==> config.mk <==
export PLATFORM = sky130hd
export DESIGN_NAME = scsa_front
export DESIGN_NICKNAME = d
export VERILOG_FILES = /design/src/hdl/scsa_pkg.sv /design/src/hdl/scsa_front.sv
export SDC_FILE = /design/constraint.sdc
export NUM_CORES = 1
export LEC_CHECK = 0
export BUFFER_PORTS_ARGS = -buffer_cell sky130_fd_sc_hd__buf_2
export CORE_ASPECT_RATIO = 1.4
export CORE_MARGIN = 2
export CORE_UTILIZATION = 55
export DETAILED_ROUTE_END_ITERATION = 8
export PLACE_DENSITY = 0.78
export SLEW_MARGIN = 10
export SYNTH_ARGS = -nofsm -noshare
export SYNTH_HDL_FRONTEND = slang
export SYNTH_SLANG_ARGS = --single-unit
==> constraint.sdc <==
create_clock -name clk -period 5 [get_ports clk]
set_input_delay 0.25 -clock clk [delete_from_list [all_inputs] [get_ports clk]]
set_output_delay 0.25 -clock clk [all_outputs]
set_load 0.005 [all_outputs]
==> src/hdl/scsa_pkg.sv <==
`timescale 1ns / 1ps
// shared types, constants and config helpers of the size-class slot allocator
// no dependencies

package scsa_pkg;

  localparam int NUM_CLASSES    = 4;
  localparam int CLS_W          = $clog2(NUM_CLASSES);
  localparam int MAX_SLOTS_LOG2 = 8;
  localparam int SLOT_W         = MAX_SLOTS_LOG2;
  localparam int ADDR_W         = CLS_W + SLOT_W;
  localparam int CNT_W          = MAX_SLOTS_LOG2 + 1;
  localparam int SIZE_W         = 20;
  localparam int CFG_IDX_W      = 2;
  localparam int CFG_DATA_W     = 5;

  localparam logic [4:0] MIN_BLOCK_LOG2 = 5'd4;
  localparam logic [4:0] MAX_BLOCK_LOG2 = 5'd16;
  localparam logic [3:0] MIN_BASE_LOG2  = 4'd3;
  localparam logic [3:0] MAX_BASE_LOG2  = 4'(MAX_SLOTS_LOG2);
  localparam logic [2:0] MIN_CLASSES    = 3'd2;
  localparam logic [2:0] MAX_CLASSES    = 3'(NUM_CLASSES);

  localparam logic [4:0] RST_MIN_LOG2  = 5'd4;
  localparam logic [2:0] RST_CLASSES   = 3'd4;
  localparam logic [3:0] RST_BASE_LOG2 = 4'd8;

  localparam logic [CFG_IDX_W-1:0] CFG_MIN_LOG2  = 2'd0;
  localparam logic [CFG_IDX_W-1:0] CFG_CLASSES   = 2'd1;
  localparam logic [CFG_IDX_W-1:0] CFG_BASE_LOG2 = 2'd2;

  localparam logic OP_ALLOC = 1'b0;
  localparam logic OP_FREE  = 1'b1;

  typedef enum logic [2:0] {
    ST_OK,
    ST_BAD_SIZE,
    ST_EXHAUSTED,
    ST_BAD_HANDLE,
    ST_DOUBLE_FREE
  } status_t;

  typedef enum logic {
    BK_IDLE,
    BK_EXEC
  } bk_state_t;

  typedef struct packed {
    logic              op;
    logic [SIZE_W-1:0] req_size;
    logic [1:0]        free_class;
    logic [7:0]        free_slot;
  } in_item_t;

  typedef struct packed {
    status_t    status;
    logic [1:0] grant_class;
    logic [7:0] grant_slot;
    logic [8:0] free_left;
  } out_item_t;

  // effective (clamped) configuration
  typedef struct packed {
    logic [4:0] min_log2;
    logic [2:0] classes;
    logic [3:0] base_log2;
  } cfg_t;

  // classified request between front and back
  typedef struct packed {
    logic              op;
    status_t           err;
    logic [CLS_W-1:0]  cls;
    logic [SLOT_W-1:0] slot;
  } req_t;

  function automatic cfg_t eff_cfg(logic [4:0] raw_min, logic [2:0] raw_cls,
                                   logic [3:0] raw_base);
    cfg_t c;
    c.min_log2 = raw_min;
    if (raw_min < MIN_BLOCK_LOG2) c.min_log2 = MIN_BLOCK_LOG2;
    if (raw_min > MAX_BLOCK_LOG2) c.min_log2 = MAX_BLOCK_LOG2;
    c.base_log2 = raw_base;
    if (raw_base < MIN_BASE_LOG2) c.base_log2 = MIN_BASE_LOG2;
    if (raw_base > MAX_BASE_LOG2) c.base_log2 = MAX_BASE_LOG2;
    c.classes = raw_cls;
    if (raw_cls < MIN_CLASSES) c.classes = MIN_CLASSES;
    if (raw_cls > MAX_CLASSES) c.classes = MAX_CLASSES;
    if ({1'b0, c.classes} > c.base_log2 + 4'd1) c.classes = 3'(c.base_log2 + 4'd1);
    return c;
  endfunction

  function automatic logic [CNT_W-1:0] class_cap(logic [CLS_W-1:0] k, cfg_t c);
    logic [CNT_W-1:0] cap;
    cap = '0;
    if ({1'b0, k} < c.classes) begin
      cap = CNT_W'(1) << (c.base_log2 - 4'(k));
    end
    return cap;
  endfunction

endpackage

==> src/hdl/scsa_front.sv <==
`timescale 1ns / 1ps
// front end: classifies requests and holds them in a two-entry queue
// depends on scsa_pkg

module scsa_front (
  input  logic             clk,
  input  logic             rst_n,
  input  scsa_pkg::cfg_t   cfg,
  input  logic             in_push,
  output logic             in_full,
  input  scsa_pkg::in_item_t in_item,
  output logic             req_valid,
  output scsa_pkg::req_t   req,
  input  logic             req_pop
);

  scsa_pkg::req_t q_r [2];
  logic       wp_r, wp_nxt, rp_r, rp_nxt;
  logic [1:0] cnt_r, cnt_nxt;

  scsa_pkg::req_t cls_req;
  logic [20:0] largest;
  logic [scsa_pkg::SIZE_W-1:0] idx;
  logic [4:0] blen;
  logic bad_size, bad_handle, push_ok;

  always_comb begin
    largest = 21'd1 << (6'(cfg.min_log2) + 6'(cfg.classes) - 6'd1);
    bad_size = (in_item.req_size == '0) || ({1'b0, in_item.req_size} > largest);
    idx = (in_item.req_size - scsa_pkg::SIZE_W'(1)) >> cfg.min_log2;
    blen = '0;
    for (int i = 0; i < scsa_pkg::SIZE_W; i++) begin
      if (idx[i]) blen = 5'(i + 1);
    end
    bad_handle = ({1'b0, in_item.free_class} >= cfg.classes) ||
                 ({1'b0, in_item.free_slot} >=
                  scsa_pkg::class_cap(in_item.free_class, cfg));
    cls_req.op = in_item.op;
    if (in_item.op == scsa_pkg::OP_ALLOC) begin
      cls_req.err  = bad_size ? scsa_pkg::ST_BAD_SIZE : scsa_pkg::ST_OK;
      cls_req.cls  = blen[scsa_pkg::CLS_W-1:0];
      cls_req.slot = '0;
    end else begin
      cls_req.err  = bad_handle ? scsa_pkg::ST_BAD_HANDLE : scsa_pkg::ST_OK;
      cls_req.cls  = in_item.free_class;
      cls_req.slot = in_item.free_slot;
    end
  end

  assign in_full   = (cnt_r == 2'd2);
  assign req_valid = (cnt_r != 2'd0);
  assign req       = q_r[rp_r];
  assign push_ok   = in_push && !in_full;

  always_comb begin
    wp_nxt  = wp_r ^ push_ok;
    rp_nxt  = rp_r ^ req_pop;
    cnt_nxt = cnt_r + {1'b0, push_ok} - {1'b0, req_pop};
  end

  always_ff @(posedge clk) begin
    if (!rst_n) begin
      wp_r  <= 1'b0;
      rp_r  <= 1'b0;
      cnt_r <= '0;
    end else begin
      wp_r  <= wp_nxt;
      rp_r  <= rp_nxt;
      cnt_r <= cnt_nxt;
    end
  end

  always_ff @(posedge clk) begin
    if (push_ok) q_r[wp_r] <= cls_req;
  end

endmodule

==> Word-level counts from Yosys, hierarchy flattened <==
Memories as Yosys holds them, arrays and structs flattened. A register that Yosys moved wholly into a read port is not among the register bits.
Index checks and enable logic that the tools add are counted.
{ "classes": {"add_sub_neg": 6, "mul": 0, "div": 0, "order_cmp": 4, "eq_ne": 1, "n_shift": 3, "n_mux": 27, "n_bitwise": 2, "n_reduce_logical": 6} }
{ "op_table": {"columns": ["operator", "n"], "rows": [
  ["2-bit 2-to-1 mux", 20],
  ["20-bit by 21-bit greater-than comparator with 1-bit output", 1],
  ["1-bit by 6-bit << shifter with 21-bit output (first input constant)", 1],
  ["20-bit logical NOT", 1],
  ["20-bit by 5-bit right shift with 20-bit output", 1],
  ["20-bit by 1-bit subtractor with 20-bit output (second input constant)", 1],
  ["12-bit 2-to-1 mux", 1],
  ["8-bit by 9-bit >= comparator with 1-bit output", 1],
  ["9-bit 2-to-1 mux", 1],
  ["1-bit by 4-bit << shifter with 9-bit output (first input constant)", 1],
  ["5-bit by 3-bit adder with 6-bit output", 1],
  ["6-bit by 1-bit subtractor with 6-bit output (second input constant)", 1],
  ["1-bit 2-to-1 mux", 5],
  ["4-bit by 2-bit subtractor with 4-bit output", 1],
  ["2-bit by 3-bit >= comparator with 1-bit output", 1],
  ["2-bit by 3-bit < comparator with 1-bit output", 1],
  ["2-bit by 1-bit adder with 2-bit output", 1],
  ["2-bit equality test (second input constant)", 1],
  ["1-bit logical OR", 2],
  ["2-bit nonzero test", 1],
  ["2-bit by 1-bit subtractor with 2-bit output", 1],
  ["1-bit bitwise XOR", 2],
  ["1-bit logical AND", 1],
  ["1-bit logical NOT", 1]
]} }
{ "word_totals": {"regBits": 4, "latchBits": 0, "ram_bits": 26, "mem_bits_ro": 0, "in_bits": 47, "output_inout_bits": 16, "wordCells": 53, "mem_count": 1} }
{ "mem_list": {"columns": ["name", "words", "word_bits", "read_ports", "rd_ports_with_merged_regs", "wr", "line", "rtl"], "rows": [
  ["q_r", 2, 13, 1, 1, 1, "scsa_front.sv:17", "scsa_pkg::req_t q_r [2];"]
]} }

==> Logic depth before layout (Yosys ltp) <==
{ "logic_depth": {"ltp_word": 23, "ltp_mapped": 24, "ltp_nobuf": 21} }

==> Least setup slack after synthesis <==
No wires, ideal clock.
{ "synth_timing": {"path_type": "input to register", "start": "input cfg[8] in the netlist's numbering", "end": "memory q_r[0][10] in the netlist's numbering (data pin)", "setup_ns": 0.272, "t_arrival_ns": 4.331, "required_ns": 4.728, "slack_ns": 0.397, "path_stages": 23, "n_path_buf": 3, "path_cell_list": "clkbuf_1 > inv_1 > clkbuf_1 > clkbuf_1 > ha_1 > inv_1 > ha_1 > fa_1 > xnor2_1 > nand2_1 > nor2_1 > nand4_1 > ha_1 > a21o_1 > a21o_1 > a21oi_1 > nor2_1 > a211oi_1 > o31ai_1 > a221o_1 > a21oi_1 > nand4b_1 > a32oi_1"} }
{ "synth_rtl": {"columns": ["element", "line", "rtl"], "rows": [
  ["start, declared", "scsa_front.sv:8", "input scsa_pkg::cfg_t cfg,"],
  ["end, declared", "scsa_front.sv:17", null]
]} }

==> results.sh <==
export IMPL_cts_hold_buf=0
export IMPL_min_delay_path_class="input pin to flip-flop"
export IMPL_synth_edf_count=26
export IMPL_synth_area_leaders="edfxtp_1 (17%), ha_1 (13%), nand2_1 (4.8%)"
export IMPL_postCtsSetupBuffers=0
export IMPL_finalSetupViolCount=0
export IMPL_cts_tree="built"
export IMPL_max_slew_margin_rel=0.526
export IMPL_finalCritPeriodShare=0.785
export IMPL_drc_errors=0
export IMPL_die_x_um=80.3
export IMPL_arrival_ps=3930
export IMPL_core_area_mm2=0.00805
export IMPL_postSynthNetCount=653
export IMPL_io_pins=63
export IMPL_worstSetupPathType="input pin to flip-flop"
export IMPL_grt_pass1_vias=4417
export IMPL_first_pass_iters=5
export IMPL_crit_fanout=11
export IMPL_rsz0062_at_grt="no"
export IMPL_status="finished, final reports clean"
export IMPL_seq_area_um2=881
export IMPL_grt_pass1_wl_mm=20.5
export IMPL_fin_tns_setup_ps=0
export IMPL_start_util=0.557
export IMPL_instances_no_fill=699
export IMPL_dr_first_iter_drc_count=408
export IMPL_synth_top_cell_by_area="edfxtp_1"
export IMPL_leakagePower_nw=2.02
export IMPL_clk_pin_slew_ps=50
export IMPL_syn_area_mm2=0.00449
export IMPL_nNetsFinal=690
export IMPL_fillers=758
export IMPL_syn2layout_area_growth_pct=10.7
export IMPL_viasPerCell=6.59
export IMPL_num_rows=39
export IMPL_overflow=0
export IMPL_wl_per_cell_um=17.9
export IMPL_tightestPinTransition_ps=705
export IMPL_gp_congestion=1.02
export IMPL_antenna_found_initial=0
export IMPL_ys_flop_type="edfxtp_1"
export IMPL_cts_repair_resized=0
export IMPL_drv_cap=0
export IMPL_hold_viol_final=0
export IMPL_track_usage=0.283
export IMPL_slew_violations=0
export IMPL_worst_clock_skew_ps=4.10
export IMPL_clk_latency_ps=270
export IMPL_required_ps=5000
export IMPL_multi_input_area_mm2=0.00332
export IMPL_wl_mm=12.5
export IMPL_synth_area_per_cell_um2=8.03
export IMPL_clockRootBuffer="clkbuf_16"
export IMPL_dieArea_mm2=0.00891
export IMPL_vias=4603
export IMPL_endpoint_kind="flip-flop"
export IMPL_n_antenna_cell=0
export IMPL_async_flop_share=0
export IMPL_cts_buffers=5
export IMPL_cts_buffer_depth=2
export IMPL_drive_above_1_share=0.188
export IMPL_final_antenna_net_count=0
export IMPL_cp_start_kind="input pin"
export IMPL_place_hpwl_mm=9.86
export IMPL_synth_top_cell_area_share=0.174
export IMPL_io_buffers=61
export IMPL_dp_cells=691
export IMPL_die_y_um=111
export IMPL_yosys_warnings=0
export IMPL_fmax_ghz=0.255
export IMPL_synth_cell_types=83
export IMPL_ys_seq_area_frac=0.196
export IMPL_vdd_drop_max_uv=252
export IMPL_cts_num_sinks=31
export IMPL_grt_max_degree=46
export IMPL_synth_seq_cells=31
export IMPL_period_needed_ps=3930
export IMPL_htree_levels=2
export IMPL_pwr_density_cell_mw_per_mm2=225
export IMPL_syn_inst=559
==> stage by stage <==
step	setup WS, ps	hold WS [ps]	util	cell area (um2)	total power, mW
2_1_floorplan	397	349	-	4490	0.674
3_3_place_gp	909	505	0.599	4820	0.803
3_5_place_dp	814	510	0.599	4820	0.820
4_1_cts	1080	239	0.617	4970	1.12
5_1_grt	784	261	0.617	4970	1.19
6_report	1070	236	0.617	4970	1.12
==> worst paths after layout <==
check                 from  cells past startpoint          to  slack (ps)
setup / recovery   cfg[10]                     21  q_r[1][10]        1070
hold / removal       rst_n                      2        rp_r         240
setup reg to reg  cnt_r[0]                      4   q_r[1][6]        3380
hold reg to reg       wp_r                      3        wp_r         570
==> registers in the layout, summed over array words and instances (netlist names), named ones only <==
register,flops
rp_r,1
cnt_r,2
wp_r,1
q_r,26
==> synthesized netlist by cell type (all sizes together), types with 5 or more instances <==
cell type  number
nand2          57
ha             45
clkbuf         36
nor2           35
inv            27
edfxtp         26
nor3           25
a21oi          23
o21ai          22
and2           18
a21o           16
mux2           15
nand3          15
xnor2          14
nand4          13
nand2b         11
nor4           10
o211ai          9
a31oi           7
mux2i           7
o31ai           7
a211oi          6
a32oi           5
buf             5
dfxtp           5
==> report_power, final <==
group / internal (mW) / leakage [nW] / total, mW / switching (mW)
Sequential: 0.336 / 0.287 / 0.354 / 0.0183
Clock: 0.197 / 0.0739 / 0.294 / 0.0972
Combinational: 0.199 / 1.65 / 0.471 / 0.272
==> layout by cell type, fill, tap and decap left out, drive strengths merged, types with 5 or more instances in the layout <==
master / count
buf: 71
nand2: 57
ha: 45
nor2: 35
inv: 27
edfxtp: 26
nor3: 25
a21oi: 23
o21ai: 22
and2: 18
a21o: 16
nand3: 15
mux2: 15
xnor2: 14
nand4: 13
nand2b: 11
nor4: 10
o211ai: 9
o31ai: 7
mux2i: 7
a31oi: 7
clkbuf: 7
a211oi: 6
a32oi: 5
dfxtp: 5
==> critical path, cell delays in order <==
cell and delay (ps):
buf_2 220, clkinv_1 260, ha_1 410, o21a_1 180, nor2_1 110, xnor2_1 160, nand2_1 80, nor2_1 100
buf_4 150, nand4_1 100, ha_1 320, a21o_1 190, a21o_1 170, a21oi_1 140, nor2_1 50, a211oi_1 210
o31ai_1 110, a221o_1 350, a21oi_1 120, nand4b_1 120, a32oi_1 120
==> area by class of cell <==
type / instances / share of cell area
Clock inverter: 1 / 0.00101
Timing Repair Buffer: 71 / 0.0766
Multi-Input combinational cell: 458 / 0.669
Clock buffer: 7 / 0.0287
Inverter: 29 / 0.0219
Sequential cell: 31 / 0.177
Tap cell: 102 / 0.0257
==> kinds of logic after synthesis <==
kind of cell             count (synthesis)  share of synthesized area
AO/OA/AOI/OAI                          151                      0.247
XOR/XNOR                                18                     0.0351
multiplexers                            24                     0.0633
adder cells (fa/ha/maj)                 47                      0.134
flip-flops                              31                      0.196
other                                    1                   0.000836
AND/OR/NAND/NOR                        217                      0.260
buffers and inverters                   70                     0.0630
==> metal layers <==
metal  vias up  track usage  share of wire  wire length, um
li1       2186            -              -                -
met2       242        0.503           0.50             6320
met3        55       0.0334          0.064              799
met5         -            0              0                0
met1      2120        0.315           0.37             4660
met4         0        0.164          0.060              749
Power figures use the tool's default switching activity.
